===== config.mk =====
export PLATFORM = sky130hd
export DESIGN_NAME = masked_byte_signature_scanner
export DESIGN_NICKNAME = d
export VERILOG_FILES = /design/src/hdl/mbss_pkg.sv /design/src/hdl/mbss_window.sv /design/src/hdl/mbss_match.sv /design/src/hdl/mbss_out_fifo.sv /design/src/hdl/masked_byte_signature_scanner.sv
export SDC_FILE = /design/constraint.sdc
export NUM_CORES = 2
export LEC_CHECK = 0
export BUFFER_PORTS_ARGS = -buffer_cell sky130_fd_sc_hd__buf_2
export CORE_UTILIZATION = 39
export CTS_CLUSTER_SIZE = 14
export DETAILED_ROUTE_END_ITERATION = 8
export PLACE_DENSITY_LB_ADDON = 0.12
export SLEW_MARGIN = 20
export SYNTH_ARGS = -nofsm -noshare
export SYNTH_HDL_FRONTEND = slang
export SYNTH_SLANG_ARGS = --single-unit

===== constraint.sdc =====
create_clock -name clk_i -period 9.7 [get_ports clk_i]
set_clock_uncertainty 0.15 [all_clocks]
set_input_delay 1.94 -clock clk_i [delete_from_list [all_inputs] [get_ports clk_i]]
set_output_delay 1.94 -clock clk_i [all_outputs]
set_load 0.005 [all_outputs]

===== src/hdl/mbss_pkg.sv =====
`default_nettype none
// ----------------------------------------------------------------------------
// mbss_pkg
// shared types, constants and codes of the masked byte signature scanner
// ----------------------------------------------------------------------------
package mbss_pkg;

  localparam int PatternMax  = 32;
  localparam int AddrBits    = 32;
  localparam int ByteBits    = 8;
  localparam int PatBytes    = 32;
  localparam int PatWords    = 4;
  localparam int WordBytes   = 8;
  localparam int PatCap      = (PatternMax < PatBytes) ? PatternMax : PatBytes;
  localparam int PatIdxBits  = $clog2(PatBytes);
  localparam int FillBits    = $clog2(PatternMax + 1);
  localparam int LenBits     = 6;
  localparam int CmpBits     = (FillBits > LenBits) ? FillBits : LenBits;
  localparam int CfgIdxBits  = 3;
  localparam int CfgDataBits = 64;
  localparam int StatusBits  = 2;
  localparam int FifoDepth   = 2;
  localparam int FifoCntBits = 2;

  typedef enum logic [CfgIdxBits-1:0] {
    CFG_PAT_0_7   = 3'd0,
    CFG_PAT_8_15  = 3'd1,
    CFG_PAT_16_23 = 3'd2,
    CFG_PAT_24_31 = 3'd3,
    CFG_MASK      = 3'd4,
    CFG_LENGTH    = 3'd5,
    CFG_UNIQUE    = 3'd6
  } mbss_cfg_idx_e;

  typedef enum logic [StatusBits-1:0] {
    STATUS_NONE  = 2'd0,
    STATUS_MATCH = 2'd1,
    STATUS_AMBIG = 2'd2
  } mbss_status_e;

  typedef struct packed {
    logic [ByteBits-1:0] data_byte;
    logic [AddrBits-1:0] byte_address;
    logic                section_start;
    logic                region_end;
  } mbss_in_t;

  typedef struct packed {
    mbss_status_e        status;
    logic [AddrBits-1:0] match_address;
  } mbss_out_t;

  typedef struct packed {
    logic [PatBytes-1:0][ByteBits-1:0] pattern;
    logic [PatBytes-1:0]               mask;
    logic [LenBits-1:0]                length;
    logic                              unique_en;
  } mbss_cfg_t;

  // item in the compare stage: window contents travel alongside
  typedef struct packed {
    logic                valid;
    logic [AddrBits-1:0] addr;
    logic                region_end;
    logic [FillBits-1:0] fill;
  } mbss_stage_t;

endpackage : mbss_pkg
`default_nettype wire


===== src/hdl/mbss_window.sv =====
`default_nettype none
// ----------------------------------------------------------------------------
// mbss_window
// input register stage: shift line of recent section bytes and fill count
// ----------------------------------------------------------------------------
module mbss_window import mbss_pkg::*; (
  input  wire logic                                clk_i,
  input  wire logic                                rst_ni,
  input  wire logic                                accept_i,
  input  wire mbss_in_t                            item_i,
  output mbss_stage_t                              stage_o,
  output logic [PatternMax-1:0][ByteBits-1:0]      window_o
);

  logic [PatternMax-1:0][ByteBits-1:0] window_q, window_d;
  logic [FillBits-1:0]                 fill_q, fill_d;
  logic                                end_seen_q;
  logic                                valid_q;
  logic [AddrBits-1:0]                 addr_q;
  logic                                region_end_q;
  logic                                restart;

  // a byte after region end opens a fresh section
  assign restart = item_i.section_start | end_seen_q;

  always_comb begin
    window_d = window_q;
    fill_d   = fill_q;
    if (accept_i) begin
      if (restart) begin
        window_d = '0;
        fill_d   = FillBits'(1);
      end else begin
        for (int k = PatternMax - 1; k > 0; k--) begin
          window_d[k] = window_q[k-1];
        end
        if (fill_q != FillBits'(PatternMax)) begin
          fill_d = fill_q + FillBits'(1);
        end
      end
      window_d[0] = item_i.data_byte;
    end
  end

  always_ff @(posedge clk_i or negedge rst_ni) begin
    if (!rst_ni) begin
      fill_q     <= '0;
      end_seen_q <= 1'b0;
      valid_q    <= 1'b0;
    end else begin
      fill_q  <= fill_d;
      valid_q <= accept_i;
      if (accept_i) begin
        end_seen_q <= item_i.region_end;
      end
    end
  end

  always_ff @(posedge clk_i) begin
    window_q <= window_d;
    if (accept_i) begin
      addr_q       <= item_i.byte_address;
      region_end_q <= item_i.region_end;
    end
  end

  assign stage_o.valid      = valid_q;
  assign stage_o.addr       = addr_q;
  assign stage_o.region_end = region_end_q;
  assign stage_o.fill       = fill_q;
  assign window_o           = window_q;

endmodule : mbss_window
`default_nettype wire


===== src/hdl/mbss_match.sv =====
`default_nettype none
// ----------------------------------------------------------------------------
// mbss_match
// masked window compare, match tally and result build at region end
// ----------------------------------------------------------------------------
module mbss_match import mbss_pkg::*; (
  input  wire logic                                clk_i,
  input  wire logic                                rst_ni,
  input  wire mbss_cfg_t                           cfg_i,
  input  wire mbss_stage_t                         stage_i,
  input  wire logic [PatternMax-1:0][ByteBits-1:0] window_i,
  output logic                                     push_o,
  output mbss_out_t                                result_o
);

  // pattern re-aligned to window order, rebuilt from the registers each cycle
  logic [PatternMax-1:0][ByteBits-1:0] align_pat_q, align_pat_d;
  logic [PatternMax-1:0]               align_mask_q, align_mask_d;
  logic [LenBits-1:0]                  len_q, len_d;

  logic [1:0]          tally_q, tally_d;
  logic [AddrBits-1:0] first_q, first_d;
  logic                hit;
  logic [PatternMax-1:0] byte_ok;

  always_comb begin
    len_d = cfg_i.length;
    if (cfg_i.length == '0) begin
      len_d = LenBits'(1);
    end else if (cfg_i.length > LenBits'(PatCap)) begin
      len_d = LenBits'(PatCap);
    end
  end

  always_comb begin
    logic [LenBits-1:0] k;
    for (int j = 0; j < PatternMax; j++) begin
      k = len_d - LenBits'(1) - LenBits'(j);
      if (LenBits'(j) < len_d) begin
        align_pat_d[j]  = cfg_i.pattern[k[PatIdxBits-1:0]];
        align_mask_d[j] = cfg_i.mask[k[PatIdxBits-1:0]];
      end else begin
        align_pat_d[j]  = '0;
        align_mask_d[j] = 1'b0;
      end
    end
  end

  always_ff @(posedge clk_i) begin
    align_pat_q  <= align_pat_d;
    align_mask_q <= align_mask_d;
    len_q        <= len_d;
  end

  always_comb begin
    for (int j = 0; j < PatternMax; j++) begin
      byte_ok[j] = !align_mask_q[j] || (window_i[j] == align_pat_q[j]);
    end
    hit = (CmpBits'(stage_i.fill) >= CmpBits'(len_q)) && (&byte_ok);
  end

  always_comb begin
    logic [1:0]          tally_n;
    logic [AddrBits-1:0] first_n;
    tally_n  = tally_q;
    first_n  = first_q;
    tally_d  = tally_q;
    first_d  = first_q;
    push_o   = 1'b0;
    result_o = '{status: STATUS_NONE, match_address: '0};
    if (stage_i.valid) begin
      if (hit) begin
        if (tally_q == 2'd0) begin
          tally_n = 2'd1;
          first_n = stage_i.addr - AddrBits'(len_q - LenBits'(1));
        end else begin
          tally_n = 2'd2;
        end
      end
      tally_d = tally_n;
      first_d = first_n;
      if (stage_i.region_end) begin
        push_o  = 1'b1;
        tally_d = 2'd0;
        first_d = '0;
        if (tally_n == 2'd0) begin
          result_o = '{status: STATUS_NONE, match_address: '0};
        end else if (cfg_i.unique_en && (tally_n == 2'd2)) begin
          result_o = '{status: STATUS_AMBIG, match_address: '0};
        end else begin
          result_o = '{status: STATUS_MATCH, match_address: first_n};
        end
      end
    end
  end

  always_ff @(posedge clk_i or negedge rst_ni) begin
    if (!rst_ni) begin
      tally_q <= 2'd0;
      first_q <= '0;
    end else begin
      tally_q <= tally_d;
      first_q <= first_d;
    end
  end

endmodule : mbss_match
`default_nettype wire


===== src/hdl/mbss_out_fifo.sv =====
`default_nettype none
// ----------------------------------------------------------------------------
// mbss_out_fifo
// two-entry result buffer in front of the output channel
// ----------------------------------------------------------------------------
module mbss_out_fifo import mbss_pkg::*; (
  input  wire logic                   clk_i,
  input  wire logic                   rst_ni,
  input  wire logic                   push_i,
  input  wire mbss_out_t              push_data_i,
  output logic                        out_valid_o,
  input  wire logic                   out_stall_i,
  output mbss_out_t                   out_data_o,
  output logic [FifoCntBits-1:0]      count_o,
  output logic                        pop_o
);

  mbss_out_t              mem_q [FifoDepth];
  logic                   wr_ptr_q, rd_ptr_q;
  logic [FifoCntBits-1:0] count_q;

  assign out_valid_o = (count_q != '0);
  assign pop_o       = out_valid_o && !out_stall_i;
  assign out_data_o  = mem_q[rd_ptr_q];
  assign count_o     = count_q;

  always_ff @(posedge clk_i) begin
    if (push_i) begin
      mem_q[wr_ptr_q] <= push_data_i;
    end
  end

  always_ff @(posedge clk_i or negedge rst_ni) begin
    if (!rst_ni) begin
      wr_ptr_q <= 1'b0;
      rd_ptr_q <= 1'b0;
      count_q  <= '0;
    end else begin
      if (push_i) begin
        wr_ptr_q <= ~wr_ptr_q;
      end
      if (pop_o) begin
        rd_ptr_q <= ~rd_ptr_q;
      end
      count_q <= count_q + FifoCntBits'(push_i) - FifoCntBits'(pop_o);
    end
  end

endmodule : mbss_out_fifo
`default_nettype wire


===== src/hdl/masked_byte_signature_scanner.sv =====
`default_nettype none
// ----------------------------------------------------------------------------
// masked_byte_signature_scanner
// streaming search for a wildcard byte signature over sectioned memory
// ----------------------------------------------------------------------------
// The scanner takes one byte per clock with its address and the section
// start and region end flags, and returns one result per region: no match,
// the start address of the first match, or ambiguous (unique mode, two or
// more matches). A new byte is taken every cycle unless the input stalls;
// the result of a region passes the window register, then compare and
// tally into a two-entry result buffer, before it leaves the output.
// Input stalls only when that buffer, together with a result still in the
// compare stage, has no room left. Pattern registers reach the compare
// stage through the configuration registers, then the aligned pattern registers.
module masked_byte_signature_scanner import mbss_pkg::*; (
  input  wire logic                   clk_i,
  input  wire logic                   rst_ni,
  // input byte stream
  input  wire logic                   in_valid_i,
  output logic                        in_stall_o,
  input  wire mbss_in_t               in_data_i,
  // result stream
  output logic                        out_valid_o,
  input  wire logic                   out_stall_i,
  output mbss_out_t                   out_data_o,
  // configuration write port
  input  wire logic                   cfg_we_i,
  input  wire logic [CfgIdxBits-1:0]  cfg_idx_i,
  input  wire logic [CfgDataBits-1:0] cfg_wdata_i
);

  mbss_cfg_t                           cfg_q;
  mbss_stage_t                         stage;
  logic [PatternMax-1:0][ByteBits-1:0] window;
  logic                                in_accept;
  logic                                res_push;
  mbss_out_t                           res_data;
  logic [FifoCntBits-1:0]              fifo_count;
  logic                                fifo_pop;
  logic [FifoCntBits:0]                fill_need;
  logic [FifoCntBits:0]                fill_room;

  // configuration registers; the user must write them only while the scanner is idle, the block does not enforce it
  always_ff @(posedge clk_i or negedge rst_ni) begin
    if (!rst_ni) begin
      cfg_q.pattern   <= '0;
      cfg_q.mask      <= '0;
      cfg_q.length    <= LenBits'(1);
      cfg_q.unique_en <= 1'b0;
    end else if (cfg_we_i) begin
      unique case (mbss_cfg_idx_e'(cfg_idx_i))
        CFG_PAT_0_7:   cfg_q.pattern[0*WordBytes +: WordBytes] <= cfg_wdata_i;
        CFG_PAT_8_15:  cfg_q.pattern[1*WordBytes +: WordBytes] <= cfg_wdata_i;
        CFG_PAT_16_23: cfg_q.pattern[2*WordBytes +: WordBytes] <= cfg_wdata_i;
        CFG_PAT_24_31: cfg_q.pattern[3*WordBytes +: WordBytes] <= cfg_wdata_i;
        CFG_MASK:      cfg_q.mask      <= cfg_wdata_i[PatBytes-1:0];
        CFG_LENGTH:    cfg_q.length    <= cfg_wdata_i[LenBits-1:0];
        CFG_UNIQUE:    cfg_q.unique_en <= cfg_wdata_i[0];
        default: begin
          // writes beyond the register list are dropped
        end
      endcase
    end
  end

  // buffered results plus one possibly in the compare stage must fit the
  // buffer after this cycle's pop
  assign fill_need  = (FifoCntBits+1)'(fifo_count)
                    + (FifoCntBits+1)'(stage.valid && stage.region_end);
  assign fill_room  = (FifoCntBits+1)'(FifoDepth - 1) + (FifoCntBits+1)'(fifo_pop);
  assign in_stall_o = (fill_need > fill_room);
  assign in_accept  = in_valid_i && !in_stall_o;

  // window register stage
  mbss_window u_window (
    .clk_i    (clk_i),
    .rst_ni   (rst_ni),
    .accept_i (in_accept),
    .item_i   (in_data_i),
    .stage_o  (stage),
    .window_o (window)
  );

  // compare, tally and result build
  mbss_match u_match (
    .clk_i    (clk_i),
    .rst_ni   (rst_ni),
    .cfg_i    (cfg_q),
    .stage_i  (stage),
    .window_i (window),
    .push_o   (res_push),
    .result_o (res_data)
  );

  // result buffer, parts the output transfer from the input side
  mbss_out_fifo u_out_fifo (
    .clk_i       (clk_i),
    .rst_ni      (rst_ni),
    .push_i      (res_push),
    .push_data_i (res_data),
    .out_valid_o (out_valid_o),
    .out_stall_i (out_stall_i),
    .out_data_o  (out_data_o),
    .count_o     (fifo_count),
    .pop_o       (fifo_pop)
  );

`ifndef ASSERT_OFF
  // a region end transfer produces its result in the next cycle
  assert property (@(posedge clk_i) disable iff (!rst_ni)
    (in_accept && in_data_i.region_end) |=> res_push)
    else $error("region end transfer gave no result");

  // the result buffer is never pushed while full and not draining
  assert property (@(posedge clk_i) disable iff (!rst_ni)
    res_push |-> ((fifo_count != FifoCntBits'(FifoDepth)) || fifo_pop))
    else $error("result buffer overflow");

  // occupancy stays within the buffer depth
  assert property (@(posedge clk_i) disable iff (!rst_ni)
    fifo_count <= FifoCntBits'(FifoDepth))
    else $error("result buffer count out of range");

  // ambiguous only in unique mode and never with an address
  assert property (@(posedge clk_i) disable iff (!rst_ni)
    (out_valid_o && (out_data_o.status == STATUS_AMBIG))
      |-> (cfg_q.unique_en && (out_data_o.match_address == '0)))
    else $error("bad ambiguous result");
`endif

endmodule : masked_byte_signature_scanner
`default_nettype wire


# Word-level counts from Yosys, hierarchy flattened
# Memories as Yosys holds them, arrays and structs flattened.
# Index checks and enable logic that the tools add are counted.
totals:
  register_bits: 924
  ramBits: 68
  in_bits: 114
  output_inout_bits: 36
  mem_count: 1
classes:
  add_sub_neg: 39
  magnitude_cmp: 67
  n_eq_ne: 40
  n_mux: 147
  bitwise_logic: 3
  n_reduce_logical: 86
mem_list:
  columns: ["name", "depth", "word_bits", "rd", "rd_clocked_by_memory_dff", "wr", "line", "rtl"]
  rows:
  - ["u_out_fifo.mem_q", 2, 34, 1, 0, 1, "mbss_out_fifo.sv:18", "mbss_out_t mem_q [FifoDepth];"]
op_table:
  columns: ["op", "count"]
  rows:
  - ["binary-select mux 8 bit (select 5 bit)", 32]
  - ["equality test 8 bit", 32]
  - ["two-way mux 8 bit", 32]
  - ["less-than comparator 5 x 6 -> 1 bit (second input constant)", 32]
  - ["binary-select mux 1 bit (select 5 bit)", 32]
  - ["two-way mux 34 bit", 4]
  - ["less-than comparator 5 x 6 -> 1 bit (first input constant)", 16]
  - ["two-way mux 32 bit", 3]
  - ["subtractor 5 bit (second input constant)", 16]
  - ["less-than comparator 4 x 6 -> 1 bit (first input constant)", 8]
  - ["subtractor 5 x 4 -> 5 bit (second input constant)", 8]
  - ["two-way mux 1 bit", 36]
  - ["zero test 1 bit", 34]
  - ["logical OR 1 bit", 32]
  - ["AND reduction 32 bit", 1]
  - ["subtractor 32 bit", 1]
  - ["less-than comparator 3 x 6 -> 1 bit (first input constant)", 4]
  - ["two-way mux 6 bit", 4]
  - ["subtractor 5 x 3 -> 5 bit (second input constant)", 4]
  - ["AND reduction 2 bit", 8]
  - ["less-than comparator 1 x 6 -> 1 bit (first input constant)", 2]
  - ["less-than comparator 2 x 6 -> 1 bit (first input constant)", 2]
  - ["subtractor 5 x 1 -> 5 bit (second input constant)", 2]
  - ["subtractor 5 x 2 -> 5 bit (second input constant)", 2]
  - ["other kinds (22)", 35]

# Depth between registers and ports, before layout
depth:
  ltp_word: 12
  depth_mapped: 22
  depth_no_buf: 14

# Modules after synthesis
# From an unflattened synthesis, not the netlist that was laid out.
unflattened:
  hier_cells: 4872
  area_unflattened_um2: 55495.7
modules_own_cells:
  columns: ["mod", "instances", "cells_per_inst", "area_each_um2", "seq_area_each_um2"]
  rows:
  - ["mbss_match", 1, 3503, 30128.9, 6736.5]
  - ["masked_byte_signature_scanner", 1, 643, 11781.3, 7383.3]
  - ["mbss_window", 1, 603, 10782.8, 8878.5]
  - ["mbss_out_fifo", 1, 123, 2802.7, 2142.1]

# Worst setup path after synthesis
# No wires, ideal clock.
synth_timing:
  path_type: "input-to-reg"
  start: "in out_stall_i"
  end: "reg u_window.valid_q"
  setup_time_ns: 0.733
  arrival_time_ns: 8.550
  slack_ns: 0.267
  stages: 8
  cell_sequence: "nand2b_1 inv_1 fa_1 nor2_1 nand2_1 nand2_1 nand2_1 inv_1"
synth_between:
  elab_chain_cells: 6
synth_rtl:
  columns: ["item", "line", "rtl"]
  rows:
  - ["from (decl)", "masked_byte_signature_scanner.sv:24", "input wire logic out_stall_i,"]
  - ["zero test 1 bit", "mbss_out_fifo.sv:23", "assign pop_o = out_valid_o && !out_stall_i;"]
  - ["logical AND 1 bit", "mbss_out_fifo.sv:23", null]
  - ["via fifo_pop", "masked_byte_signature_scanner.sv:39", "logic fifo_pop;"]
  - ["adder 1 x 1 -> 2 bit", "masked_byte_signature_scanner.sv:70", "assign fill_room = (FifoCntBits+1)'(FifoDepth - 1) + (FifoCntBits+1)'(fifo_pop);"]
  - ["greater-than comparator 3 x 2 -> 1 bit", "masked_byte_signature_scanner.sv:71", "assign in_stall_o = (fill_need > fill_room);"]
  - ["zero test 1 bit", "masked_byte_signature_scanner.sv:72", "assign in_accept = in_valid_i && !in_stall_o;"]
  - ["logical AND 1 bit", "masked_byte_signature_scanner.sv:72", null]
  - ["via in_accept", "masked_byte_signature_scanner.sv:35", "logic in_accept;"]
  - ["to (signal assigned)", "mbss_window.sv:52", "valid_q <= accept_i;"]
  - ["to (decl)", "mbss_window.sv:18", "logic valid_q;"]
# The timed path passes the listed nets, and every way through them passes these cells.
# A chain may end at the register's enable or synchronous reset.

# Worst setup path in the final report
layout_timing:
  start: "reg cfg_q[3] in the netlist's numbering"
  end: "reg u_match.align_pat_q[79] in the netlist's numbering"
layout_between:
  elab_chain_cells: 7
layout_rtl:
  columns: ["item", "line", "rtl"]
  rows:
  - ["from (decl)", "masked_byte_signature_scanner.sv:32", "mbss_cfg_t cfg_q;"]
  - ["greater-than comparator 6 bit", "mbss_match.sv:30", "end else if (cfg_i.length > LenBits'(PatCap)) begin"]
  - ["two-way mux 6 bit", "mbss_match.sv:30", null]
  - ["two-way mux 6 bit *", "mbss_match.sv:28", "if (cfg_i.length == '0) begin"]
  - ["subtractor 5 x 1 -> 5 bit", "mbss_match.sv:38", "k = len_d - LenBits'(1) - LenBits'(j);"]
  - ["subtractor 5 x 4 -> 5 bit", "mbss_match.sv:38", null]
  - ["binary-select mux 8 bit (select 5 bit)", "mbss_match.sv:40", "align_pat_d[j] = cfg_i.pattern[k[PatIdxBits-1:0]];"]
  - ["two-way mux 8 bit (not written as such)", "mbss_match.sv:40", null]
  - ["to (signal assigned)", "mbss_match.sv:50", "align_pat_q <= align_pat_d;"]
  - ["to (decl)", "mbss_match.sv:17", "logic [PatternMax-1:0][ByteBits-1:0] align_pat_q, align_pat_d;"]
# Every way passes the cells marked *; elsewhere a longest branch is shown, timed or not. The select of a mux whose other input is x is not followed.

==> impl_results.md <==
* Tmin final at ~6600 ps
* GRT Resource Usage Total at between 30% and 40%
* Number of global-route vias before repair at 38,217
* Critical-path maximum fanout at 67
* Max stage delay on crit path at ~780 ps
* Ys Warns at 0
* Slew headroom at roughly an eighth
* DR pass1 iterations at 6
* Layout cells sized above 1 at 16.34%
* Routed Antenna Nets at 0
* Post-synthesis cell count at 4,913
* FF+latch count, synth at 992
* Netlist cell types at 70
* IO buf count at 149
* Sink Count at 992
* Unrepaired setup endpoints after global routing: no
* Hold WC Path Type: reg -> reg
* Buffers and inverters on the worst path at 6
* Crit path kind: reg -> reg
* Predominant post-synthesis flop cell: edfxtp_1
* Max-cap violations at 0
* Final hold viol count at 0
* CP Data Required Time at around 10,000 ps
* Die Area at between 100,000 and 150,000 um2
* Highest-count cells in the layout ignoring fill and taps: mux2i_1, nand2_1, a21oi_1, edfxtp_1, dfrtp_1
* Final setup vio count at 0
* CTS buffer count at between 100 and 150
* Layout area overhead at 12.33%
* Worst Path Arrival at ~7000 ps
* Final wirelength at around 230 mm
* Mapped Avg Cell Area at between 10 and 15 um2
* Hold Slack at 334.1 ps
* Hold buffer count at CTS at 0
* Buffer count from post-CTS setup fixing at 0
* Status: finished, final reports clean
* Slew Viols, Final at 0
* CTS max path bufs at 3
* Mapped Nets at 5,088
* Root Buffer Master: clkbuf_16
* Grt ovf at 0
* Initial DRC Count at just over 4,000
* Cell row count at between 100 and 150
* Top cell family by delay on the critical path: buffers and inverters
* Largest net degree at the start of global routing at between 100 and 150
* Wire length per cell at roughly 33 um
* Dominant cell type by area after synthesis: mux2i_1
* Max Freq at between 150 and 200 MHz
* Routability congestion estimate at ~1.1
* Initial Util at 39.53%
* Top cells by area, synth: mux2i_1, edfxtp_1, dfrtp_1
* Fin crit share at about two thirds
* H-Tree Depth at 3
* Post-synthesis sequential area ratio at a little under half
* Hpwl dp at between 150 and 200 mm
* Crit path launch type: flip-flop
* Crit path top cell by count: buf_4
* Cell Chain, Critical Path: nor2_2 -> a21oi_2 -> nor2_4 -> inv_8 -> ha_1 -> clkinv_1 -> xnor2_4 -> buf_4 -> inv_2 -> ha_1 -> a21boi_4 -> xnor2_4 -> buf_4 -> mux2i_1 -> buf_4 -> nand2_1 -> a21oi_1
* Fin Setup TNS at 0 ps
* Worst slew pin tran at 1293 ps
* Clk slew on worst S/H paths at 60 ps
* TritonCTS clock tree: built
* First-pass GRT wire length at 314.1 mm
* Die W at 376.2 um
* Post-DR vias/cell at roughly 5.7
* Height of the die at 376.2 um
* Clock latency on the worst-skew pair at just under 800 ps
* Total core area at 138,200 um2
* Commonest non-fill, non-tap cell in the layout: mux2i_1
* Initial antenna violation count at 9
* Asr flop ratio synth at approximately a third
* Share of the synthesized area in the top cell type at between 20% and 30%
* Routed vias at between 30,000 and 40,000
* Cell area after synthesis at approximately 55,000 um2
* # IOs at 150
* Remaining DRCs at 0
* EDFF count, synth at approximately 360
* Slowest CP cell: dfrtp_1
* CTS resizes at 0
* Final #Nets at between 5,000 and 6,000
* CP endpoint kind: flip-flop
[flip-flops by register name, summed over array words and instances (netlist names)]
| name | count |
|---|---|
| u_out_fifo.count_o | 2 |
| u_match.align_pat_q | 256 |
| u_out_fifo.rd_ptr_q | 1 |
| u_match.first_q | 32 |
| u_out_fifo.mem_q | 68 |
| u_window.addr_q | 32 |
| u_match.align_mask_q | 32 |
| u_out_fifo.wr_ptr_q | 1 |
| u_window.window_o | 256 |
| u_window.region_end_q | 1 |
| u_window.fill_q | 6 |
| u_window.end_seen_q | 1 |
| u_match.tally_q | 2 |
| cfg_q | 295 |
| u_window.valid_q | 1 |
| u_match.len_q | 6 |
[kinds of logic (layout without fill, tap and decap cells)]
| logic type | after synthesis | count (layout) | synth area share [%] |
|---|---|---|---|
| multiplexers | 1499 | 1499 | 28.23 |
| AND/OR/NAND/NOR | 1157 | 1157 | 10.03 |
| flip-flops | 992 | 992 | 46.03 |
| AO/OA/AOI/OAI | 557 | 557 | 5.833 |
| XOR/XNOR | 326 | 326 | 5.730 |
| buffers and inverters | 321 | 511 | 2.724 |
| adder cells (fa/ha/maj) | 61 | 61 | 1.425 |
| other | 0 | 4 | 0 |
[stage by stage]
step,instances,setup slack (ps),utilization (%),area [um2]
3_5_place_dp,6753,3376,41.51,57360
6_report,6970,3119,44.40,61350
2_1_floorplan,4913,267.0,-,54620
4_1_cts,6966,3306,44.39,61330
3_3_place_gp,6752,3321,41.48,57320
5_1_grt,6966,2931,44.39,61340
[cell usage after synthesis (17+ instances only)]
master / number
nand3_1: 18
dfrtp_1: 340
xor2_1: 17
o21a_1: 19
xnor2_1: 289
ha_1: 59
nor3_1: 21
edfxtp_1: 357
and2_1: 249
mux2i_1: 1170
clkbuf_1: 123
nand2_1: 633
a21oi_1: 359
mux2_2: 329
nor2_1: 72
o21ai_0: 61
buf_2: 51
a21o_1: 19
inv_1: 51
buf_1: 48
dfxtp_1: 294
nand4_1: 86
buf_4: 30
[worst paths after layout]
kind / start / to / slack, ps / cells after the start
max in group asynchronous: rst_ni / cfg_q[168] / 6910 / 2
worst max register to register: cfg_q[3] / u_match.align_pat_q[79] / 3120 / 17
worst max-delay path: cfg_q[3] / u_match.align_pat_q[79] / 3120 / 17
worst min-delay path: u_match.first_q[0] / u_match.first_q[0] / 330 / 1
min in group asynchronous: rst_ni / cfg_q[145] / 1090 / 1
worst min register to register: u_match.first_q[0] / u_match.first_q[0] / 330 / 1
[metal layers]
metal	wire [um]	vias to the layer above	global-route usage, %
met5	27	-	0
met4	13150	4	15.82
met3	16230	370	6.512
met2	99480	1538	48.43
met1	101800	20077	43.98
li1	-	17703	-
[worst register-to-register path: stages, from the launching register on]
cell and delay [ps]:
dfrtp_1 780, nor2_2 130, a21oi_2 210, nor2_4 90, inv_8 410, ha_1 640, clkinv_1 430, xnor2_4 290
buf_4 360, inv_2 260, ha_1 340, a21boi_4 200, xnor2_4 590, buf_4 340, mux2i_1 610, buf_4 230
nand2_1 50, a21oi_1 330
[area by class of cell]
type | instances | area (um2)
flip-flops and latches | 992 | 25140
clock buffers | 154 | 3236
well taps | 1863 | 2331
diodes | 4 | 10.01
repair buffers | 241 | 1504
multi-input cells | 3600 | 28150
inverters | 57 | 239.0
clock inverters | 59 | 742.0
fillers | 13043 | 76820
Power is not shown: default switching activity piles up to over one toggle a cycle in this logic, so the estimate is an artifact.
